===== src/sv/assert_macros.svh =====
// Assertion macros for the RTL of the random bit walk path block.
// Active in simulation; defined empty when SYNTH is set.
`ifndef ASSERT_MACROS_SVH
`define ASSERT_MACROS_SVH

`ifndef SYNTH

// Property must hold at every clock edge outside reset.
`define ASSERT_CLK(lbl, clk, rst, prop) \
  lbl: assert property (@(posedge clk) disable iff (rst) prop) \
    else $error("assertion failed");

// Expression must never be true outside reset.
`define ASSERT_NEVER(lbl, clk, rst, expr) \
  lbl: assert property (@(posedge clk) disable iff (rst) !(expr)) \
    else $error("forbidden condition seen");

`else

`define ASSERT_CLK(lbl, clk, rst, prop)
`define ASSERT_NEVER(lbl, clk, rst, expr)

`endif

`endif


===== src/sv/rbw_pkg.sv =====
// Package for the random bit walk path block: payload structs, register
// indexes and default sizes. No dependencies.
`default_nettype none

package rbw_pkg;

  localparam int RWORD_W       = 32;
  localparam int POS_W         = 56;
  localparam int WV_W          = 24;
  localparam int SCALE_W       = 32;
  localparam int CFG_INDEX_W   = 1;
  localparam int WALK_BITS_DEF = 24;
  localparam int WORD_BITS_DEF = 32;

  localparam logic [SCALE_W-1:0] SCALE_RESET = 32'h0100_0000;

  localparam logic [CFG_INDEX_W-1:0] REG_STEP_MODE = 1'b0;
  localparam logic [CFG_INDEX_W-1:0] REG_SCALE     = 1'b1;

  typedef struct packed {
    logic [RWORD_W-1:0] random_word;
    logic               path_start;
  } in_t;

  typedef struct packed {
    logic signed [POS_W-1:0] position;
    logic signed [WV_W-1:0]  walk_value;
    logic                    last_of_word;
  } out_t;

endpackage

`default_nettype wire


===== src/sv/rbw_stepper.sv =====
// Word holding register and walk sequencer: emits one walk sample per cycle while
// smp_stall is low, updates the saturating walk. Uses rbw_pkg and assert_macros.svh.
`default_nettype none

module rbw_stepper #(
  parameter int WALK_BITS = rbw_pkg::WALK_BITS_DEF,
  parameter int WORD_BITS = rbw_pkg::WORD_BITS_DEF
) (
  input  wire logic                        clk,
  input  wire logic                        rst,
  input  wire logic                        step_mode,
  input  wire logic                        in_valid,
  output logic                             in_stall,
  input  wire rbw_pkg::in_t                in_data,
  output logic                             smp_valid,
  input  wire logic                        smp_stall,
  output logic signed [WALK_BITS-1:0]      smp_walk,
  output logic                             smp_last
);
  import rbw_pkg::*;
  `include "assert_macros.svh"

  localparam int CNT_W   = $clog2(WORD_BITS);
  localparam int ONES_W  = $clog2(WORD_BITS + 1);
  localparam int DELTA_W = $clog2(WORD_BITS) + 2;
  localparam int SUM_W   = WALK_BITS + 2;

  localparam logic signed [SUM_W-1:0] WALK_MAX =
    {{(SUM_W - WALK_BITS + 1){1'b0}}, {(WALK_BITS - 1){1'b1}}};
  localparam logic signed [SUM_W-1:0] WALK_MIN =
    {{(SUM_W - WALK_BITS + 1){1'b1}}, {(WALK_BITS - 1){1'b0}}};

  logic                        w_valid;
  logic [WORD_BITS-1:0]        word;
  logic [CNT_W-1:0]            cnt;
  logic                        first;
  logic                        start;
  logic signed [DELTA_W-1:0]   pop_delta;
  logic signed [WALK_BITS-1:0] walk;
  logic signed [WALK_BITS-1:0] walk_next;

  logic                        accept;
  logic                        issue;
  logic                        is_last;
  logic [WORD_BITS-1:0]        in_word;
  logic [ONES_W-1:0]           ones;
  logic signed [DELTA_W-1:0]   pop_delta_next;
  logic signed [DELTA_W-1:0]   delta;
  logic signed [WALK_BITS-1:0] cur_walk;
  logic signed [SUM_W-1:0]     sum;

  assign in_word = WORD_BITS'(in_data.random_word);

  always_comb begin
    ones = '0;
    for (int i = 0; i < WORD_BITS; i++) begin
      ones = ones + ONES_W'(in_word[i]);
    end
  end

  // 2*ones - WORD_BITS; modular math is exact since the result fits
  assign pop_delta_next = (DELTA_W'(ones) <<< 1) - DELTA_W'(WORD_BITS);

  assign is_last  = step_mode | (cnt == CNT_W'(WORD_BITS - 1));
  assign issue    = w_valid && !smp_stall;
  assign accept   = in_valid && !in_stall;
  assign in_stall = w_valid && !(issue && is_last);

  // a path start clears the walk ahead of the first sample of the word
  assign cur_walk = (first && start) ? '0 : walk;
  assign delta    = step_mode ? pop_delta : (word[0] ? DELTA_W'(1) : -DELTA_W'(1));
  assign sum      = SUM_W'(cur_walk) + SUM_W'(delta);

  always_comb begin
    if (sum > WALK_MAX) begin
      walk_next = WALK_BITS'(WALK_MAX);
    end else if (sum < WALK_MIN) begin
      walk_next = WALK_BITS'(WALK_MIN);
    end else begin
      walk_next = WALK_BITS'(sum);
    end
  end

  assign smp_valid = w_valid;
  assign smp_walk  = cur_walk;
  assign smp_last  = is_last;

  always_ff @(posedge clk) begin
    if (rst) begin
      w_valid <= 1'b0;
      walk    <= '0;
    end else begin
      if (accept) begin
        w_valid <= 1'b1;
      end else if (issue && is_last) begin
        w_valid <= 1'b0;
      end
      if (issue) begin
        walk <= walk_next;
      end
    end
  end

  always_ff @(posedge clk) begin
    if (accept) begin
      word      <= in_word;
      cnt       <= '0;
      first     <= 1'b1;
      start     <= in_data.path_start;
      pop_delta <= pop_delta_next;
    end else if (issue) begin
      // advance to the next bit of the word
      word  <= word >> 1;
      cnt   <= cnt + CNT_W'(1);
      first <= 1'b0;
    end
  end

  `ASSERT_CLK(a_word_continues, clk, rst, issue && !is_last && !rst |=> w_valid)
  `ASSERT_NEVER(a_first_at_zero, clk, rst, w_valid && !first && cnt == '0 && !step_mode)
  `ASSERT_CLK(a_unit_step, clk, rst,
    issue && !step_mode && !rst |=>
      (SUM_W'(walk) - SUM_W'($past(cur_walk)) == SUM_W'(1)) ||
      (SUM_W'(walk) - SUM_W'($past(cur_walk)) == '1) ||
      (SUM_W'(walk) - SUM_W'($past(cur_walk)) == '0))

endmodule

`default_nettype wire


===== src/sv/random_bit_walk_path.sv =====
// Random bit walk path:
//   Input channel (in_valid / in_stall / in_data) takes one 32-bit random
//   word and a path start flag per beat. Output channel (out_valid /
//   out_stall / out_data) returns one walk sample per beat: scaled position
//   (Q32.24), raw walk and a flag on the last sample of the word.
//   Configuration (cfg_write / cfg_index / cfg_data) sets step_mode and the
//   Q8.24 scale; write only while the block is idle.
//   step_mode 0: a word gives WORD_BITS samples, LSB first, one per cycle
//   while the output is not stalled; the next word is taken in the cycle
//   its predecessor issues its last sample.
//   step_mode 1: a word gives one sample; one word per cycle unless stalled.
//   A word's beat is registered in the sequencer; its first sample then goes
//   through the output register. The single sample sequencer sets the rate;
//   the scale multiply sits between it and the output register.
//   Reset: walk cleared, step_mode 0, scale 1.0, both channels empty.
//   When out_stall is high while out_valid is set, the output register holds
//   and the sequencer waits; one more word may be held at the input meanwhile.
// Depends on rbw_pkg and rbw_stepper.
`default_nettype none

module random_bit_walk_path #(
  parameter int WALK_BITS = rbw_pkg::WALK_BITS_DEF,
  parameter int WORD_BITS = rbw_pkg::WORD_BITS_DEF
) (
  input  wire logic                                clk,
  input  wire logic                                rst,
  input  wire logic                                in_valid,
  output logic                                     in_stall,
  input  wire rbw_pkg::in_t                        in_data,
  output logic                                     out_valid,
  input  wire logic                                out_stall,
  output rbw_pkg::out_t                            out_data,
  input  wire logic                                cfg_write,
  input  wire logic [rbw_pkg::CFG_INDEX_W-1:0]     cfg_index,
  input  wire logic [rbw_pkg::SCALE_W-1:0]         cfg_data
);
  import rbw_pkg::*;

  localparam int PROD_W = WALK_BITS + SCALE_W + 1;
  localparam int EXT_W  = (PROD_W > POS_W) ? PROD_W : POS_W;
  localparam int WV_EXT = (WALK_BITS > WV_W) ? WALK_BITS : WV_W;

  logic               step_mode;
  logic [SCALE_W-1:0] scale;

  logic                        smp_valid;
  logic                        smp_stall;
  logic signed [WALK_BITS-1:0] smp_walk;
  logic                        smp_last;

  logic signed [PROD_W-1:0]    prod;
  logic signed [EXT_W-1:0]     prod_ext;
  logic signed [WV_EXT-1:0]    walk_ext;

  always_ff @(posedge clk) begin
    if (rst) begin
      step_mode <= 1'b0;
      scale     <= SCALE_RESET;
    end else if (cfg_write) begin
      case (cfg_index)
        REG_STEP_MODE: step_mode <= cfg_data[0];
        REG_SCALE:     scale     <= cfg_data;
        default: ;
      endcase
    end
  end

  rbw_stepper #(
    .WALK_BITS (WALK_BITS),
    .WORD_BITS (WORD_BITS)
  ) u_stepper (
    .clk       (clk),
    .rst       (rst),
    .step_mode (step_mode),
    .in_valid  (in_valid),
    .in_stall  (in_stall),
    .in_data   (in_data),
    .smp_valid (smp_valid),
    .smp_stall (smp_stall),
    .smp_walk  (smp_walk),
    .smp_last  (smp_last)
  );

  // scale is unsigned: zero-extend it into the signed product
  assign prod     = PROD_W'(smp_walk) * PROD_W'($signed({1'b0, scale}));
  assign prod_ext = EXT_W'(prod);
  assign walk_ext = WV_EXT'(smp_walk);

  assign smp_stall = out_valid && out_stall;

  always_ff @(posedge clk) begin
    if (rst) begin
      out_valid <= 1'b0;
    end else if (!smp_stall) begin
      out_valid <= smp_valid;
    end
  end

  always_ff @(posedge clk) begin
    if (smp_valid && !smp_stall) begin
      out_data.position     <= prod_ext[POS_W-1:0];
      out_data.walk_value   <= walk_ext[WV_W-1:0];
      out_data.last_of_word <= smp_last;
    end
  end

endmodule

`default_nettype wire


===== config.mk =====
export PLATFORM = sky130hd
export DESIGN_NAME = random_bit_walk_path
export DESIGN_NICKNAME = d
export VERILOG_FILES = /design/src/sv/rbw_pkg.sv /design/src/sv/rbw_stepper.sv /design/src/sv/random_bit_walk_path.sv
export VERILOG_INCLUDE_DIRS = /design/src /design/src/sv
export SDC_FILE = /design/constraint.sdc
export NUM_CORES = 2
export LEC_CHECK = 0
export BUFFER_PORTS_ARGS = -buffer_cell sky130_fd_sc_hd__buf_2
export CORE_MARGIN = 2
export CORE_UTILIZATION = 40
export CTS_BUF_LIST = sky130_fd_sc_hd__clkbuf_4
export DETAILED_ROUTE_END_ITERATION = 6
export HOLD_SLACK_MARGIN = 0.1
export PLACE_DENSITY_LB_ADDON = 0.3
export RECOVER_POWER = 25
export SLEW_MARGIN = 20
export SYNTH_ARGS = -nofsm -noshare
export SYNTH_HDL_FRONTEND = slang
export SYNTH_SLANG_ARGS = --single-unit

===== constraint.sdc =====
create_clock -name clk -period 9.6 [get_ports clk]
set_input_delay 2.88 -clock clk [delete_from_list [all_inputs] [get_ports clk]]
set_output_delay 2.88 -clock clk [all_outputs]
set_load 0.03 [all_outputs]

Word level (Yosys, flattened, before mapping)
Index checks and enable logic that the tools add are counted.
{ "op_classes": {"addsub": 34, "n_eq_ne": 1, "n_lt_le_gt_ge": 2, "reduce_logical": 13, "n_bitwise": 2, "n_mul": 1, "n_mux": 9} }
{ "ops": {"columns": ["op", "count"], "rows": [
  ["adder 6 x 1 -> 6 bit", 30],
  ["2-to-1 mux 24 bit", 3],
  ["2-to-1 mux 32 bit", 2],
  ["multiplier 24 x 33 -> 56 bit", 1],
  ["> comparator 26 x 24 -> 1 bit, second input constant", 1],
  ["< comparator 26 x 24 -> 1 bit, second input constant", 1],
  ["adder 24 x 7 -> 25 bit", 1],
  ["2-to-1 mux 7 bit", 2],
  ["subtractor 7 x 6 -> 7 bit, second input constant", 1],
  ["logical AND 1 bit", 6],
  ["adder 5 x 1 -> 5 bit, second input constant", 1],
  ["equality test 5 bit, second input constant", 1],
  ["AND reduction 2 bit", 2],
  ["nonzero test 2 bit", 2],
  ["logical NOT 1 bit", 3],
  ["adder 1 x 1 -> 2 bit", 1],
  ["2-to-1 mux 1 bit", 2],
  ["inverter 1 bit", 1],
  ["OR 1 bit", 1]
]} }
{ "word_totals": {"out_inout_bits": 83, "elab_cells": 75, "regBits": 186} }

Longest topological paths before layout
{ "logic_depth": {"ltp_word": 32, "depth_mapped": 31, "ltp_nobuf": 28} }

By module
From an unflattened synthesis, not the netlist that was laid out.
{ "hier_totals": {"cells_unflattened": 3678, "area_unflattened_um2": 34538.1} }
{ "by_module_without_submodules": {"columns": ["mod", "cells_each", "area_per_inst_um2", "instances"], "rows": [
  ["random_bit_walk_path", 3126, 29085.4, 1],
  ["rbw_stepper", 552, 5452.7, 1]
]} }

Least setup slack after synthesis
No wires, ideal clock.
{ "synth_path": {"path_kind": "input -> register", "start": "in in_data[1] in the netlist's numbering", "end": "reg u_stepper.pop_delta[6], data pin", "arrival_ns": 7.361, "setup_ns": 0.252, "t_required_ns": 9.348, "path_buffers": 0, "slack_ns": 1.987, "stages": 16, "cell_sequence": "ha_1 > inv_1 > fa_1 > fa_1 > fa_1 > fa_1 > fa_1 > fa_1 > inv_1 > fa_1 > fa_1 > nand3_1 > o21ai_0 > a31oi_1 > o22a_1 > nor2_1"} }
{ "synth_via": {"elab_chain_len": 32} }
{ "synth_lines": {"columns": ["element", "line", "text"], "rows": [
  ["start, declared", "random_bit_walk_path.sv:29", "input wire rbw_pkg::in_t in_data,"],
  ["adder 1 x 1 -> 2 bit", "rbw_stepper.sv:57", "ones = ones + ONES_W'(in_word[i]);"],
  ["adder 6 x 1 -> 6 bit (30 in a row)", "rbw_stepper.sv:57", null],
  ["subtractor 7 x 6 -> 7 bit", "rbw_stepper.sv:62", "assign pop_delta_next = (DELTA_W'(ones) <<< 1) - DELTA_W'(WORD_BITS);"],
  ["named net u_stepper.pop_delta_next[6]", "rbw_stepper.sv:47", "logic signed [DELTA_W-1:0] pop_delta_next;"],
  ["end signal, assigned", "rbw_stepper.sv:110", "pop_delta <= pop_delta_next;"],
  ["end, declared", "rbw_stepper.sv:38", "logic signed [DELTA_W-1:0] pop_delta;"]
]} }
The timed path passes the listed nets, and every way through them passes these cells.
A chain may end at the register's enable or synchronous reset.

Worst setup path after layout
{ "layout_path": {"start": "reg u_stepper.walk[11]", "end": "reg out_data[79] in the netlist's numbering, data pin"} }
{ "layout_via": {"elab_chain_len": 2} }
{ "layout_lines": {"columns": ["element", "line", "text"], "rows": [
  ["start, declared", "rbw_stepper.sv:39", "logic signed [WALK_BITS-1:0] walk;"],
  ["start signal, assigned", "rbw_stepper.sv:99", "walk <= walk_next;"],
  ["2-to-1 mux 24 bit", "rbw_stepper.sv:70", "assign cur_walk = (first && start) ? '0 : walk;"],
  ["multiplier 24 x 33 -> 56 bit", "random_bit_walk_path.sv:85", "assign prod = PROD_W'(smp_walk) * PROD_W'($signed({1'b0, scale}));"],
  ["named net prod[54]", "random_bit_walk_path.sv:51", "logic signed [PROD_W-1:0] prod;"],
  ["end, declared", "random_bit_walk_path.sv:32", "output rbw_pkg::out_t out_data,"]
]} }
The timed path passes the listed nets, and every way through them passes these cells.

==> run_summary.xml <==
<?xml version="1.0" encoding="UTF-8"?>
<metrics>
  <group name="status">
    <metric name="run_status" unit="">complete, but fails checks</metric>
    <metric name="failed_checks" unit="">capacitance limit, slew limit</metric>
  </group>
  <group name="run">
    <metric name="cap_viol_max_count" unit="">7</metric>
  </group>
  <group name="cts">
    <metric name="tritoncts" unit="">yes</metric>
    <metric name="htree_num_levels" unit="">4</metric>
    <metric name="cts.sink_count" unit="">185</metric>
    <metric name="root_buffer" unit="">clkbuf_4</metric>
    <metric name="hold_fix_buffer_count_after_cts" unit="">0</metric>
    <metric name="clock_insertion_delay_worst_skew" unit="ns">0.82</metric>
    <metric name="cts-buffers-inserted" unit="">17</metric>
    <metric name="cts_resized" unit="">0</metric>
    <metric name="worst_setup_hold_path_clk_slew" unit="ns">0.21</metric>
    <metric name="clock_path_buffers" unit="">2</metric>
    <metric name="cts.repair_timing.setup_buffer_count" unit="">0</metric>
  </group>
  <group name="power">
    <metric name="swShare" unit="%">49.1</metric>
    <metric name="power.density" unit="nW/µm²">115</metric>
    <metric name="power.combinational.fraction" unit="%">59.0</metric>
    <metric name="p_sw" unit="mW">2.04</metric>
    <metric name="clock_power_share" unit="%">13.7</metric>
    <metric name="power_frac_seq" unit="%">27.4</metric>
    <metric name="cell_internal_pwr" unit="mW">2.11</metric>
    <metric name="total_leakage_power" unit="nW">19.0</metric>
    <metric name="vdd_drop_max" unit="V">0.000164</metric>
  </group>
  <group name="synth">
    <metric name="yosysSeqAreaShare" unit="%">14.5</metric>
    <metric name="synth-seq-cells" unit="">185</metric>
    <metric name="synth-edff-count" unit="">120</metric>
    <metric name="post-synth-top-area-fraction" unit="%">40.3</metric>
    <metric name="syn-num-nets" unit="">4644</metric>
    <metric name="synth-warning-count" unit="">0</metric>
    <metric name="netlist_area_before_placement" unit="µm²">33900</metric>
    <metric name="yosys-top-cells-area" unit="">fa_1, edfxtp_1, ha_1</metric>
    <metric name="yosys.cell_types.count" unit="">66</metric>
    <metric name="synth_area_leader_cell" unit="">fa_1</metric>
    <metric name="syn-mean-instance-area" unit="µm²">9.31</metric>
    <metric name="synth_flop_cell" unit="">edfxtp_1</metric>
    <metric name="postSynth.asyncResetShare" unit="%">0</metric>
    <metric name="synthCells" unit="">3644</metric>
  </group>
  <group name="die">
    <metric name="initial_utilization" unit="%">40.5</metric>
    <metric name="dieArea" unit="µm²">87200</metric>
    <metric name="die-width" unit="µm">295</metric>
    <metric name="num_io_pins" unit="">154</metric>
    <metric name="fp.coreArea" unit="µm²">83800</metric>
    <metric name="placement_row_count" unit="">106</metric>
    <metric name="dieHeight" unit="µm">295</metric>
  </group>
  <group name="critical_path">
    <metric name="cp-startpoint" unit="">u_stepper.walk[11]</metric>
    <metric name="worstReg2RegStart" unit="">u_stepper.walk[11]</metric>
    <metric name="worstSetupEndpointType" unit="">register</metric>
    <metric name="cp_data_arrival_time" unit="ns">9.76</metric>
    <metric name="worst_ep_required_time" unit="ns">10.15</metric>
    <metric name="critPathLaunchType" unit="">register</metric>
    <metric name="critical_path_class" unit="">reg -&gt; reg</metric>
    <metric name="critPathMaxFanout" unit="">23</metric>
  </group>
  <group name="finish">
    <metric name="mostFrequentLayoutCell" unit="">inv_1</metric>
    <metric name="most-common-layout-cells" unit="">inv_1, fa_1, nand2_1</metric>
    <metric name="area_growth" unit="%">6.71</metric>
    <metric name="post_route_standard_cell_area_excluding_fillers" unit="µm²">36200</metric>
    <metric name="proportion_of_layout_cells_with_a_drive_suffix_above_1" unit="%">9.07</metric>
    <metric name="final_nets" unit="">4671</metric>
  </group>
  <group name="routing">
    <metric name="firstDrtPassIters" unit="">5</metric>
    <metric name="detail-route-antenna-nets" unit="">0</metric>
    <metric name="drt_drc_violations_left" unit="">0</metric>
    <metric name="dr.first_iter.drc_count" unit="">1910</metric>
    <metric name="drt-wirelength-per-cell" unit="µm">19.9</metric>
    <metric name="post_drt_via_cell_ratio" unit="">5.22</metric>
    <metric name="finalWirelength" unit="µm">95700</metric>
    <metric name="via_count" unit="">25145</metric>
  </group>
  <group name="global_route">
    <metric name="grt_pass1_vias" unit="">25857</metric>
    <metric name="gr-usage-all-layers" unit="%">22.7</metric>
    <metric name="largest_net_degree_at_the_start_of_global_routing" unit="">110</metric>
    <metric name="grt_first_pass_wirelength" unit="µm">150000</metric>
    <metric name="globalRoute.totalOverflow" unit="">0</metric>
    <metric name="grt_antenna_before_repair" unit="">5</metric>
  </group>
  <group name="sta">
    <metric name="setup_viol" unit="">0</metric>
    <metric name="period_share" unit="%">96.0</metric>
    <metric name="worst_case_clock_skew" unit="ns">0.0587</metric>
    <metric name="final_hold_viol_count" unit="">0</metric>
    <metric name="hold_ws" unit="ns">0.468</metric>
    <metric name="worst-slew-pin-transition" unit="ns">3.43</metric>
    <metric name="slew_viol_final" unit="">306</metric>
    <metric name="final_critical_period" unit="ns">9.22</metric>
    <metric name="fin_ws" unit="ns">0.385</metric>
    <metric name="rsz0062_at_grt" unit="">no</metric>
    <metric name="setup-tns-final" unit="ns">0</metric>
    <metric name="timing.max_slew.rel_slack" unit="%">-128</metric>
    <metric name="clock.fmax" unit="MHz">109</metric>
  </group>
  <group name="worst_hold_path">
    <metric name="worst_hold_path_type" unit="">reg -&gt; reg</metric>
    <metric name="worstHoldStart" unit="">scale[28]</metric>
  </group>
  <group name="placed_design">
    <metric name="place_area" unit="µm²">35900</metric>
    <metric name="globalplace.congestion" unit="">0.889</metric>
    <metric name="number_of_port_buffers" unit="">153</metric>
    <metric name="pre_cts_slack" unit="ns">0.885</metric>
    <metric name="dp.final_hpwl" unit="µm">74000</metric>
  </group>
</metrics>
[worst paths after layout]
kind / cells past startpoint / slack (ns) / to
worst max-delay path: 27 / 0.38 / out_data[79]
worst min-delay path: 2 / 0.47 / scale[28]
worst min register to register: 2 / 0.47 / scale[28]
worst max register to register: 27 / 0.38 / out_data[79]
[state kept, by name, summed over array words and instances (netlist names)]
| name | flops |
|---|---|
| out_data | 81 |
| step_mode | 1 |
| u_stepper.walk | 24 |
| u_stepper.first | 1 |
| scale | 32 |
| u_stepper.smp_valid | 1 |
| u_stepper.pop_delta | 6 |
| u_stepper.start | 1 |
| u_stepper.word | 32 |
| out_valid | 1 |
| u_stepper.cnt | 5 |
[layout make-up]
| type | count | area [µm²] |
|---|---|---|
| diodes | 3 | 7.51 |
| clock buffers | 17 | 128 |
| clock inverters | 15 | 229 |
| fillers | 8286 | 47600 |
| inverters | 770 | 2890 |
| multi-input cells | 2461 | 25300 |
| flip-flops and latches | 185 | 4900 |
| well taps | 1134 | 1420 |
| repair buffers | 236 | 1370 |
[cell usage after synthesis (5+ instances only)]
| library cell | number |
|---|---|
| a31oi_1 | 6 |
| a211oi_1 | 7 |
| ha_1 | 246 |
| nor2_1 | 92 |
| nand3_1 | 15 |
| o21ai_1 | 26 |
| xnor2_1 | 40 |
| nor3_1 | 5 |
| clkbuf_1 | 219 |
| edfxtp_1 | 120 |
| o21ai_0 | 39 |
| and2_0 | 5 |
| a21o_1 | 43 |
| a21oi_1 | 106 |
| o21bai_1 | 11 |
| nand4_1 | 8 |
| xor2_1 | 38 |
| nand2_1 | 537 |
| o31ai_2 | 5 |
| fa_1 | 683 |
| nand2b_1 | 14 |
| and2_1 | 24 |
| maj3_2 | 20 |
| buf_1 | 5 |
| inv_1 | 769 |
| or2_2 | 12 |
| and3_1 | 386 |
| dfxtp_1 | 65 |
| or3_1 | 6 |
| a211oi_2 | 21 |
| nor2b_1 | 6 |
| o21a_1 | 11 |
[kinds of logic (layout without fill, tap and decap cells)]
group / Yosys count / count (layout) / synth area share, %
fa+ha+maj: 952 / 952 / 50.1
other cells: 0 / 3 / 0
simple gates: 1120 / 1120 / 16.0
compound gates: 311 / 311 / 6.28
buf+inv: 998 / 1038 / 11.1
flops: 185 / 185 / 14.5
xor+xnor: 78 / 78 / 2.01
[power by group through the flow]
stage | Sequential (mW) | Clock [mW] | Combinational (mW)
3_5_place_dp | 1.15 | 0 | 2.44
4_1_cts | 1.13 | 0.593 | 2.45
5_1_grt | 1.14 | 0.613 | 2.74
3_3_place_gp | 1.15 | 0 | 2.42
2_1_floorplan | 1.20 | 0 | 1.71
6_report | 1.13 | 0.567 | 2.45
[per-layer routing]
metal / part of all wire [%] / track usage [%] / up-vias / wire, µm
met5: 0 / 0 / - / 0
met4: 2.4 / 6.26 / 0 / 2310
met3: 7.9 / 4.54 / 128 / 7550
met2: 46 / 35.7 / 945 / 43600
met1: 44 / 31.9 / 12778 / 42300
li1: - / - / 11294 / -
[stage by stage]
step / instances / util, % / total power, mW
4_1_cts: 4818 / 43.2 / 4.18
5_1_grt: 4821 / 43.2 / 4.49
6_report: 4821 / 43.2 / 4.15
3_3_place_gp: 4786 / 42.8 / 3.57
2_1_floorplan: 3644 / - / 2.91
3_5_place_dp: 4786 / 42.8 / 3.59
[worst max-delay path, cell delays in order (launching register included)]
cell and delay [ns]:
dfxtp_1 0.82, and2_0 0.21, clkbuf_1 1.34, nand2_1 0.19, fa_1 0.43, inv_1 0.09, fa_1 0.42, inv_1 0.08
fa_1 0.40, inv_1 0.08, fa_1 0.45, fa_1 0.52, fa_1 0.50, inv_1 0.05, fa_1 0.47, inv_1 0.05
ha_1 0.35, and4_1 0.29, nand3_1 0.11, o31ai_2 0.70, o31ai_2 0.18, buf_4 0.20, o31ai_2 0.18, buf_4 0.20
a41o_1 0.28, a211oi_2 0.12, o21ai_1 0.17, xor2_1 0.08
(Power assumes the default switching activity.)
